<file path="src/hw/rtl/ecgc_pkg.sv">
// Shared constants and command/status structs for the ECG sample conditioner.
// No dependencies.
package ecgc_pkg;
    localparam int DEF_WINDOW_LEN = 16;
    localparam int DEF_BATCH_LEN  = 16;
    localparam int SAMPLE_W = 24;
    localparam int UV_W     = 22;
    localparam int SCALE_W  = 20;
    localparam int DEB_W    = 16;
    localparam int CFG_IDX_W = 2;
    localparam int CFG_DATA_W = 20;
    localparam logic [CFG_IDX_W-1:0] REG_DEBOUNCE  = 2'd0;
    localparam logic [CFG_IDX_W-1:0] REG_ECG_SCALE = 2'd1;
    localparam logic [CFG_IDX_W-1:0] REG_RESP_SCALE = 2'd2;
    localparam int FULL_SCALE = 8388607;
    localparam int PROD_W = SAMPLE_W + SCALE_W + 1;   // signed product
    localparam int DIV_W = 45;                        // magnitude bits in the divider

    // Selects the current pass: the divider's average or one channel scaling.
    localparam logic [2:0] SEL_AVG   = 3'd0;
    localparam logic [2:0] SEL_RESP  = 3'd1;
    localparam logic [2:0] SEL_LEAD1 = 3'd2;
    localparam logic [2:0] SEL_LEAD2 = 3'd3;
    localparam logic [2:0] SEL_CHEST = 3'd4;

    typedef struct packed {
        logic       load;      // latch input beat, update window
        logic       div_start; // start a division
        logic [2:0] sel;       // operand selection, result destination
        logic       out_load;  // present result
    } ecgc_cmd_t;

    typedef struct packed {
        logic div_busy;
        logic div_done;
    } ecgc_stat_t;
endpackage

</file>
<file path="src/hw/rtl/ecgc_ctrl.sv">
// Sequencer for the ECG sample conditioner: starts the divider for the
// average, then steps through the four channel scalings. Uses ecgc_pkg.
module ecgc_ctrl
    import ecgc_pkg::*;
(
    input  logic       clk,
    input  logic       rst_n,
    input  logic       in_valid,
    output logic       in_stall,
    input  logic       out_pending,
    input  logic       out_free,
    input  ecgc_stat_t stat,
    output ecgc_cmd_t  cmd
);
    localparam logic [1:0] ST_IDLE  = 2'd0;
    localparam logic [1:0] ST_START = 2'd1;
    localparam logic [1:0] ST_WAIT  = 2'd2;
    localparam logic [1:0] ST_OUT   = 2'd3;

    logic [1:0] state_reg, state_next;
    logic [2:0] sel_reg, sel_next;

    assign in_stall = (state_reg != ST_IDLE);

    always_comb
    begin
        state_next = state_reg;
        sel_next = sel_reg;
        cmd = '0;
        cmd.sel = sel_reg;
        case (state_reg)
            ST_IDLE:
            begin
                if (in_valid)
                begin
                    cmd.load = 1'b1;
                    sel_next = SEL_AVG;
                    state_next = ST_START;
                end
            end
            ST_START:
            begin
                cmd.div_start = 1'b1;
                state_next = ST_WAIT;
            end
            ST_WAIT:
            begin
                if (stat.div_done)
                begin
                    if (sel_reg == SEL_CHEST)
                        state_next = ST_OUT;
                    else
                    begin
                        sel_next = sel_reg + 3'd1;
                        state_next = ST_START;
                    end
                end
            end
            ST_OUT:
            begin
                // hold until the output register is free
                if (!out_pending || out_free)
                begin
                    cmd.out_load = 1'b1;
                    state_next = ST_IDLE;
                end
            end
            default: state_next = ST_IDLE;
        endcase
    end

    always_ff @(posedge clk or negedge rst_n)
    begin
        if (!rst_n)
        begin
            state_reg <= ST_IDLE;
            sel_reg <= SEL_AVG;
        end
        else
        begin
            state_reg <= state_next;
            sel_reg <= sel_next;
        end
    end

    a_start_wait: assert property (@(posedge clk) disable iff (!rst_n)
        cmd.div_start |=> state_reg == ST_WAIT) else $error("start not followed by wait");
    a_no_accept_busy: assert property (@(posedge clk) disable iff (!rst_n)
        stat.div_busy |-> in_stall) else $error("input taken while dividing");
    a_out_idle: assert property (@(posedge clk) disable iff (!rst_n)
        cmd.out_load |=> !in_stall) else $error("no return to idle");
endmodule

</file>
<file path="src/hw/rtl/ecgc_divider.sv">
// Restoring divider, one quotient bit per cycle, truncates toward zero.
// Uses ecgc_pkg.
module ecgc_divider
    import ecgc_pkg::*;
(
    input  logic                    clk,
    input  logic                    rst_n,
    input  logic                    start,
    input  logic signed [DIV_W:0]   dividend,
    input  logic [DIV_W-1:0]        divisor,
    output logic signed [DIV_W:0]   quotient,
    output logic                    busy,
    output logic                    done
);
    localparam int CNT_W = $clog2(DIV_W + 1);
    logic [DIV_W-1:0] quo_reg;
    logic [DIV_W-1:0] rem_reg;
    logic [DIV_W-1:0] dvs_reg;
    logic             neg_reg;
    logic [CNT_W-1:0] cnt_reg;
    logic             busy_reg, done_reg;
    logic [DIV_W:0]   trial;
    logic [DIV_W:0]   mag;

    assign mag = dividend[DIV_W] ? -dividend : dividend;
    assign trial = {rem_reg, quo_reg[DIV_W-1]} - {1'b0, dvs_reg};

    always_ff @(posedge clk or negedge rst_n)
    begin
        if (!rst_n)
        begin
            busy_reg <= 1'b0;
            done_reg <= 1'b0;
            cnt_reg <= '0;
        end
        else
        begin
            done_reg <= 1'b0;
            if (start)
            begin
                busy_reg <= 1'b1;
                cnt_reg <= CNT_W'(DIV_W);
            end
            else if (busy_reg)
            begin
                cnt_reg <= cnt_reg - 1'b1;
                if (cnt_reg == CNT_W'(1))
                begin
                    busy_reg <= 1'b0;
                    done_reg <= 1'b1;
                end
            end
        end
    end

    always_ff @(posedge clk)
    begin
        if (start)
        begin
            quo_reg <= mag[DIV_W-1:0];
            rem_reg <= '0;
            dvs_reg <= divisor;
            neg_reg <= dividend[DIV_W];
        end
        else if (busy_reg)
        begin
            if (!trial[DIV_W])
            begin
                rem_reg <= trial[DIV_W-1:0];
                quo_reg <= {quo_reg[DIV_W-2:0], 1'b1};
            end
            else
            begin
                rem_reg <= {rem_reg[DIV_W-2:0], quo_reg[DIV_W-1]};
                quo_reg <= {quo_reg[DIV_W-2:0], 1'b0};
            end
        end
    end

    assign quotient = neg_reg ? -$signed({1'b0, quo_reg}) : $signed({1'b0, quo_reg});
    assign busy = busy_reg;
    assign done = done_reg;
endmodule

</file>
<file path="src/hw/rtl/ecgc_datapath.sv">
// Datapath: window store and running sum, scaling multiplier, averaging divider,
// lead-off debounce and batch counter. Uses ecgc_pkg and ecgc_divider.
module ecgc_datapath
    import ecgc_pkg::*;
#(
    parameter int WINDOW_LEN = DEF_WINDOW_LEN,
    parameter int BATCH_LEN  = DEF_BATCH_LEN
)
(
    input  logic                       clk,
    input  logic                       rst_n,
    input  ecgc_cmd_t                  cmd,
    output ecgc_stat_t                 stat,
    input  logic                       cfg_we,
    input  logic [CFG_IDX_W-1:0]       cfg_index,
    input  logic [CFG_DATA_W-1:0]      cfg_data,
    input  logic signed [SAMPLE_W-1:0] resp_raw,
    input  logic signed [SAMPLE_W-1:0] lead_one_raw,
    input  logic signed [SAMPLE_W-1:0] lead_two_raw,
    input  logic signed [SAMPLE_W-1:0] chest_raw,
    input  logic [SAMPLE_W-1:0]        status_word,
    output logic                       out_valid,
    input  logic                       out_stall,
    output logic signed [UV_W-1:0]     resp_uv,
    output logic signed [UV_W-1:0]     lead_one_uv,
    output logic signed [UV_W-1:0]     lead_two_uv,
    output logic signed [UV_W-1:0]     chest_uv,
    output logic [3:0]                 electrode_off_mask,
    output logic                       batch_last
);
    localparam int POS_W = (WINDOW_LEN > 1) ? $clog2(WINDOW_LEN) : 1;
    localparam int CNT_W = $clog2(WINDOW_LEN + 1);
    localparam int SUM_W = SAMPLE_W + POS_W + 1;
    localparam int BP_W  = (BATCH_LEN > 1) ? $clog2(BATCH_LEN) : 1;
    localparam int FS_SHIFT = $clog2(FULL_SCALE);
    localparam int SQ_W  = PROD_W - FS_SHIFT;

    logic [DEB_W-1:0]   debounce_reg;
    logic [SCALE_W-1:0] ecg_scale_reg, resp_scale_reg;

    logic signed [SAMPLE_W-1:0] win_reg [WINDOW_LEN];
    logic [WINDOW_LEN-1:0]      win_valid_reg;
    logic [POS_W-1:0]           pos_reg;
    logic                       full_reg;
    logic signed [SUM_W-1:0]    total_reg;
    logic signed [SAMPLE_W-1:0] l1_reg, l2_reg, ch_reg;
    logic signed [SAMPLE_W-1:0] avg_reg;
    logic [CNT_W-1:0]           n_reg;
    logic [3:0]                 cand_reg, pub_reg;
    logic [DEB_W-1:0]           run_reg;
    logic [BP_W-1:0]            bpos_reg;
    logic                       blast_reg;
    logic signed [UV_W-1:0]     r_resp_reg, r_l1_reg, r_l2_reg, r_ch_reg;
    logic                       ov_reg;
    logic                       sc1_reg, sc2_reg;
    logic [SQ_W-1:0]            sq0_reg;
    logic [FS_SHIFT:0]          srem_reg;
    logic                       sneg_reg;

    logic signed [SAMPLE_W-1:0] old_s;
    logic [POS_W-1:0]           pos_inc;
    logic                       wrap;
    logic [3:0]                 raw_m;
    logic [DEB_W-1:0]           run_inc;
    logic signed [SAMPLE_W-1:0] mul_a;
    logic [SCALE_W-1:0]         mul_b;
    logic signed [PROD_W-1:0]   prod_reg;
    logic [PROD_W-1:0]          prod_mag;
    logic [SQ_W-1:0]            sq;
    logic signed [UV_W-1:0]     scaled;
    logic                       div_go;
    logic signed [DIV_W:0]      dvd;
    logic [DIV_W-1:0]           dvs;
    logic signed [DIV_W:0]      quo;
    logic                       dbusy, ddone;

    assign old_s = win_valid_reg[pos_reg] ? win_reg[pos_reg] : '0;
    assign wrap = (pos_reg == POS_W'(WINDOW_LEN - 1));
    assign pos_inc = wrap ? '0 : pos_reg + 1'b1;
    assign raw_m = {status_word[15], status_word[14], status_word[13], status_word[5]};
    assign run_inc = run_reg + 1'b1;

    always_ff @(posedge clk or negedge rst_n)
    begin
        if (!rst_n)
        begin
            debounce_reg <= DEB_W'(50);
            ecg_scale_reg <= SCALE_W'(400000);
            resp_scale_reg <= SCALE_W'(600000);
        end
        else if (cfg_we)
        begin
            case (cfg_index)
                REG_DEBOUNCE:   debounce_reg <= cfg_data[DEB_W-1:0];
                REG_ECG_SCALE:  ecg_scale_reg <= cfg_data;
                REG_RESP_SCALE: resp_scale_reg <= cfg_data;
                default: ;
            endcase
        end
    end

    always_ff @(posedge clk or negedge rst_n)
    begin
        if (!rst_n)
        begin
            win_valid_reg <= '0;
            pos_reg <= '0;
            full_reg <= 1'b0;
            total_reg <= '0;
            cand_reg <= '0;
            pub_reg <= '0;
            run_reg <= '0;
            bpos_reg <= '0;
            blast_reg <= 1'b0;
        end
        else if (cmd.load)
        begin
            win_valid_reg[pos_reg] <= 1'b1;
            pos_reg <= pos_inc;
            if (wrap)
                full_reg <= 1'b1;
            total_reg <= total_reg - SUM_W'(old_s) + SUM_W'(resp_raw);
            if (raw_m != cand_reg)
            begin
                cand_reg <= raw_m;
                run_reg <= '0;
            end
            else if (raw_m != pub_reg)
            begin
                run_reg <= run_inc;
                if (run_inc >= debounce_reg)
                    pub_reg <= raw_m;
            end
            if (bpos_reg == BP_W'(BATCH_LEN - 1))
            begin
                bpos_reg <= '0;
                blast_reg <= 1'b1;
            end
            else
            begin
                bpos_reg <= bpos_reg + 1'b1;
                blast_reg <= 1'b0;
            end
        end
    end

    always_ff @(posedge clk)
    begin
        if (cmd.load)
        begin
            win_reg[pos_reg] <= resp_raw;
            l1_reg <= lead_one_raw;
            l2_reg <= lead_two_raw;
            ch_reg <= chest_raw;
            n_reg <= (full_reg || wrap) ? CNT_W'(WINDOW_LEN) : CNT_W'(pos_inc);
        end
    end

    // multiplier operands; resp uses the average computed in the first pass
    always_comb
    begin
        mul_a = l1_reg;
        mul_b = ecg_scale_reg;
        case (cmd.sel)
            SEL_RESP:  begin mul_a = avg_reg; mul_b = resp_scale_reg; end
            SEL_LEAD1: mul_a = l1_reg;
            SEL_LEAD2: mul_a = l2_reg;
            SEL_CHEST: mul_a = ch_reg;
            default:   mul_a = l1_reg;
        endcase
    end

    always_ff @(posedge clk)
    begin
        prod_reg <= PROD_W'(mul_a) * $signed({1'b0, mul_b});
    end

    // divide by 2^23-1: q0 = mag >> 23 leaves remainder low + q0, which needs
    // at most one correction step
    assign prod_mag = prod_reg[PROD_W-1] ? PROD_W'(-prod_reg) : PROD_W'(prod_reg);
    assign sq = sq0_reg + SQ_W'(srem_reg >= (FS_SHIFT+1)'(FULL_SCALE));
    assign scaled = sneg_reg ? -$signed(UV_W'(sq)) : $signed(UV_W'(sq));

    always_ff @(posedge clk or negedge rst_n)
    begin
        if (!rst_n)
        begin
            sc1_reg <= 1'b0;
            sc2_reg <= 1'b0;
        end
        else
        begin
            sc1_reg <= cmd.div_start && (cmd.sel != SEL_AVG);
            sc2_reg <= sc1_reg;
        end
    end

    always_ff @(posedge clk)
    begin
        if (sc1_reg)
        begin
            sq0_reg <= prod_mag[PROD_W-1:FS_SHIFT];
            srem_reg <= {1'b0, prod_mag[FS_SHIFT-1:0]}
                        + (FS_SHIFT+1)'(prod_mag[PROD_W-1:FS_SHIFT]);
            sneg_reg <= prod_reg[PROD_W-1];
        end
    end

    assign div_go = cmd.div_start && (cmd.sel == SEL_AVG);
    assign dvd = (DIV_W+1)'(total_reg);
    assign dvs = DIV_W'(n_reg);

    ecgc_divider u_div (
        .clk(clk), .rst_n(rst_n), .start(div_go),
        .dividend(dvd), .divisor(dvs), .quotient(quo), .busy(dbusy), .done(ddone)
    );

    always_ff @(posedge clk)
    begin
        if (ddone)
            avg_reg <= quo[SAMPLE_W-1:0];
        if (sc2_reg)
        begin
            case (cmd.sel)
                SEL_RESP:  r_resp_reg <= scaled;
                SEL_LEAD1: r_l1_reg <= scaled;
                SEL_LEAD2: r_l2_reg <= scaled;
                SEL_CHEST: r_ch_reg <= scaled;
                default: ;
            endcase
        end
        if (cmd.out_load)
        begin
            resp_uv <= r_resp_reg;
            lead_one_uv <= r_l1_reg;
            lead_two_uv <= r_l2_reg;
            chest_uv <= r_ch_reg;
            electrode_off_mask <= pub_reg;
            batch_last <= blast_reg;
        end
    end

    always_ff @(posedge clk or negedge rst_n)
    begin
        if (!rst_n)
            ov_reg <= 1'b0;
        else if (cmd.out_load)
            ov_reg <= 1'b1;
        else if (!out_stall)
            ov_reg <= 1'b0;
    end

    assign out_valid = ov_reg;
    assign stat.div_busy = dbusy;
    assign stat.div_done = ddone | sc2_reg;
endmodule

</file>
<file path="src/hw/rtl/ecg_sample_conditioner.sv">
// ECG sample conditioner top level: controller plus datapath.
// Depends on ecgc_pkg, ecgc_ctrl, ecgc_datapath.
//
// Usage: one input beat (in_valid/in_stall) carries a respiration sample,
// three lead samples and the converter status word. Each beat yields one
// result beat (out_valid/out_stall): averaged respiration and the three
// leads in microvolts, the debounced electrode-off mask and a batch flag.
// Configuration is a plain write port (cfg_we, cfg_index, cfg_data), used
// only while idle: 0 debounce count, 1 lead scale, 2 respiration scale.
// Sequence: the 45-step serial divider forms the window average, then each
// of the four scalings runs through multiply, reduce and correct steps; the
// result is then loaded into the output register, and the next beat is taken
// only once the controller is back in idle, so beats never overlap.
// Reset clears the window, debounce and batch state at once (per-entry
// valid bits) and restores the registers.
// A stalled result holds in the output register; the next result waits in
// the controller until that register frees, and the input stalls meanwhile.
module ecg_sample_conditioner
    import ecgc_pkg::*;
#(
    parameter int WINDOW_LEN = DEF_WINDOW_LEN,
    parameter int BATCH_LEN  = DEF_BATCH_LEN
)
(
    input  logic                       clk,
    input  logic                       rst_n,
    input  logic                       cfg_we,
    input  logic [CFG_IDX_W-1:0]       cfg_index,
    input  logic [CFG_DATA_W-1:0]      cfg_data,
    input  logic                       in_valid,
    output logic                       in_stall,
    input  logic signed [SAMPLE_W-1:0] resp_raw,
    input  logic signed [SAMPLE_W-1:0] lead_one_raw,
    input  logic signed [SAMPLE_W-1:0] lead_two_raw,
    input  logic signed [SAMPLE_W-1:0] chest_raw,
    input  logic [SAMPLE_W-1:0]        status_word,
    output logic                       out_valid,
    input  logic                       out_stall,
    output logic signed [UV_W-1:0]     resp_uv,
    output logic signed [UV_W-1:0]     lead_one_uv,
    output logic signed [UV_W-1:0]     lead_two_uv,
    output logic signed [UV_W-1:0]     chest_uv,
    output logic [3:0]                 electrode_off_mask,
    output logic                       batch_last
);
    ecgc_cmd_t  cmd;
    ecgc_stat_t stat;

    ecgc_ctrl u_ctrl (
        .clk(clk), .rst_n(rst_n), .in_valid(in_valid), .in_stall(in_stall),
        .out_pending(out_valid), .out_free(!out_stall), .stat(stat), .cmd(cmd)
    );

    ecgc_datapath #(.WINDOW_LEN(WINDOW_LEN), .BATCH_LEN(BATCH_LEN)) u_dp (
        .clk(clk), .rst_n(rst_n), .cmd(cmd), .stat(stat),
        .cfg_we(cfg_we), .cfg_index(cfg_index), .cfg_data(cfg_data),
        .resp_raw(resp_raw), .lead_one_raw(lead_one_raw),
        .lead_two_raw(lead_two_raw), .chest_raw(chest_raw),
        .status_word(status_word), .out_valid(out_valid), .out_stall(out_stall),
        .resp_uv(resp_uv), .lead_one_uv(lead_one_uv), .lead_two_uv(lead_two_uv),
        .chest_uv(chest_uv), .electrode_off_mask(electrode_off_mask),
        .batch_last(batch_last)
    );
endmodule

</file>
<file path="config.mk">
export PLATFORM = sky130hd
export DESIGN_NAME = ecg_sample_conditioner
export DESIGN_NICKNAME = d
export VERILOG_FILES = /design/src/hw/rtl/ecgc_pkg.sv /design/src/hw/rtl/ecgc_ctrl.sv /design/src/hw/rtl/ecgc_divider.sv /design/src/hw/rtl/ecgc_datapath.sv /design/src/hw/rtl/ecg_sample_conditioner.sv
export SDC_FILE = /design/constraint.sdc
export NUM_CORES = 2
export LEC_CHECK = 0
export BUFFER_PORTS_ARGS = -buffer_cell sky130_fd_sc_hd__buf_4
export CAP_MARGIN = 20
export CORE_ASPECT_RATIO = 1.4
export CORE_MARGIN = 8
export CORE_UTILIZATION = 25
export DETAILED_ROUTE_END_ITERATION = 8
export PLACE_DENSITY = 0.46
export SLEW_MARGIN = 0
export SYNTH_ARGS = -nofsm -noshare
export SYNTH_HDL_FRONTEND = slang
export SYNTH_HIERARCHICAL = 1
export SYNTH_SLANG_ARGS = --single-unit
</file>
<file path="constraint.sdc">
create_clock -name clk -period 8.5 [get_ports clk]
set_clock_uncertainty 0.05 [all_clocks]
set_input_delay 1.7 -clock clk [delete_from_list [all_inputs] [get_ports clk]]
set_output_delay 1.7 -clock clk [all_outputs]
set_load 0.05 [all_outputs]
</file>
==> reports/qor.log <==
INFO  placed_design  detailedPlacementHpwl=136000um
INFO  run            maxCapViolations=0
INFO  clock_network  tritoncts=built
INFO  worst_setup_path criticalPathCategory=reg -> reg
INFO  die            floorplan.die_area=0.276mm^2
INFO  die            die_x=446um
INFO  status         run_status=complete, no violations
INFO  sta            drv_slew=0
INFO  clock_network  clock_insertion_delay_worst_skew=750ps
INFO  synth          synthesis.area=0.0647mm^2
INFO  final_layout   layout_cell_share_with_drive_strength_beyond_1=0.182
INFO  worst_setup_path timing.critical_path.mode_cell=sky130_fd_sc_hd__fa_1
INFO  sta            final_critical_path_setup_slack=266ps
INFO  sta            tightestPinTransition=991ps
INFO  placed_design  buffer_ports.inserted=221
INFO  sta            fmaxAchievable=121MHz
INFO  final_layout   area_growth_syn_to_layout=19.7%
INFO  sta            fin_setup_tns=0ps
INFO  die            fp-row-count=221
INFO  final_layout   layout.nets=6784
INFO  die            fp.dieH=618um
INFO  final_layout   num-fill-cells=26500
INFO  drt            avgRoutedWirePerCell=19.3um
INFO  final_layout   multiInputGateArea=0.0322mm^2
INFO  clock_network  cts.path.max_buffers=3
INFO  worst_setup_path kind_of_launch_point_of_the_worst_setup_path=flip-flop
INFO  clock_network  worst_setup_hold_path_clk_slew=60ps
INFO  worst_setup_path critPathCaptureType=flip-flop
INFO  synth          syn-instance-count=5417
INFO  drt            drt.antenna.violating_nets=0
INFO  placed_design  placed_area=0.0723mm^2
INFO  sta            rsz0062_at_grt=true
INFO  placed_design  globalplace.congestion=0.853
INFO  worst_setup_path timing.critical_path.required=9080ps
INFO  worst_setup_path critical_path.slowest_cell=sky130_fd_sc_hd__fa_1
INFO  sta            relSlewSlack=0.339
INFO  drt            route.final.wire_length=182000um
INFO  worst_setup_path arrival=8810ps
INFO  worst_setup_path timing.critical_path.fanout_max=7
INFO  clock_network  cts_num_sinks=1045
INFO  final_layout   largest_reg_flops=384
INFO  sta            finalCriticalPeriod=8230ps
INFO  die            start_util=0.251
INFO  sta            setup_violations=0
INFO  grt            antenna_violations_before_repair=22
INFO  synth          yosys_warnings=6
INFO  final_layout   final_area=0.0775mm^2
INFO  synth          synth_area_per_inst=11.9um^2
INFO  grt            grt_overflow=0
INFO  drt            routed-via-count=41600
INFO  grt            grt_max_degree=96
INFO  clock_network  cts_htree_levels=3
INFO  drt            vias_per_inst=4.42
INFO  sta            endpoints_failing_hold=0
INFO  hold_path      min-delay-path-class=reg -> reg
INFO  drt            drt-pass1-iter-count=5
INFO  sta            period_share=0.969
INFO  clock_network  cts-buffers-inserted=110
INFO  die            top_level_ports=242
INFO  placed_design  dpl_worst_slack=-210ps
INFO  die            core_area=0.258mm^2
INFO  worst_setup_path worst_path_largest_cell_delay=540ps
INFO  drt            drt_first_iter_violations=2377
INFO  grt            grt_util_all_layers=0.128
INFO  grt            first_global_vias=44300
INFO  final_layout   finish.utilization=0.300
INFO  clock_network  clockRootBuffer=sky130_fd_sc_hd__clkbuf_16
INFO  final_layout   seqCellArea=0.0298mm^2
INFO  grt            grt_pass1_wl=272000um
INFO  drt            drcViolationCount=0
## layer usage
| metal | vias up | track usage | wire [um] |
|---|---|---|---|
| li1 | 19400 | - | - |
| met1 | 21100 | 0.156 | 74100 |
| met2 | 893 | 0.231 | 93000 |
| met3 | 267 | 0.0202 | 9080 |
| met4 | 8 | 0.0389 | 5840 |
| met5 | - | 0 | 48 |
## worst max-delay path, delay by kind of cell, from the launching register on
family / cells / cell delay (ps)
multiplexers: 1 / 360
XOR/XNOR: 1 / 160
AND/OR/NAND/NOR: 5 / 660
adder cells (fa/ha/maj): 8 / 3730
AO/OA/AOI/OAI: 8 / 2000
flip-flops: 1 / 400
buffers and inverters: 8 / 780
## path summary, 6_finish.rpt
kind                       slack, ps                           from                      endpoint  cells past startpoint
max                              270  u_ctrl/sel_reg[2]$_DFFE_PN0P_     u_dp/prod_reg[44]$_DFF_P_                     31
min                              340         u_dp/sc1_reg$_DFF_PN0_        u_dp/sc2_reg$_DFF_PN0_                      0
max reg2reg                      270  u_ctrl/sel_reg[2]$_DFFE_PN0P_     u_dp/prod_reg[44]$_DFF_P_                     31
min reg2reg                      340         u_dp/sc1_reg$_DFF_PN0_        u_dp/sc2_reg$_DFF_PN0_                      0
max in group asynchronous       6480                          rst_n   u_dp/pos_reg[3]$_DFFE_PN0P_                      2
min in group asynchronous        910                          rst_n  u_dp/run_reg[14]$_DFFE_PN0P_                      1
## final cells by class
class,count,share of cell area
Antenna cell,3,0.0000969
Clock buffer,132,0.0378
Multi-Input combinational cell,3429,0.416
Clock inverter,73,0.0103
Inverter,766,0.0371
Sequential cell,1045,0.384
Timing Repair Buffer,516,0.0589
Tap cell,3456,0.0558
## metrics by stage
step / hold slack, ps / std cells
2_1_floorplan: 350 / 5456
3_3_place_gp: 323 / 9139
3_5_place_dp: 323 / 9141
4_1_cts: 338 / 9346
5_1_grt: 352 / 9417
6_report: 336 / 9420
## placed cells by master, fill, tap and decap left out, drive strengths merged, types with 134 or more instances in the layout
master and count:
xnor2 189, nor2 533, o21ai 181, ha 248
buf 510, dfrtp 134, fa 521, clkbuf 138
edfxtp 804, a21oi 211, inv 774, nand2 380
## repair_timing
item                       4_1_cts  5_1_grt
hold buffers                     0        0
gates cloned                     0        6
buffers inserted                 0       65
pin swaps                        0       78
setup endpoints to repair        6       13
resized for setup                4      126
Power is left out: the tool's default activity adds up to more than one toggle a clock period on the data nets, which glitch-free logic cannot reach.
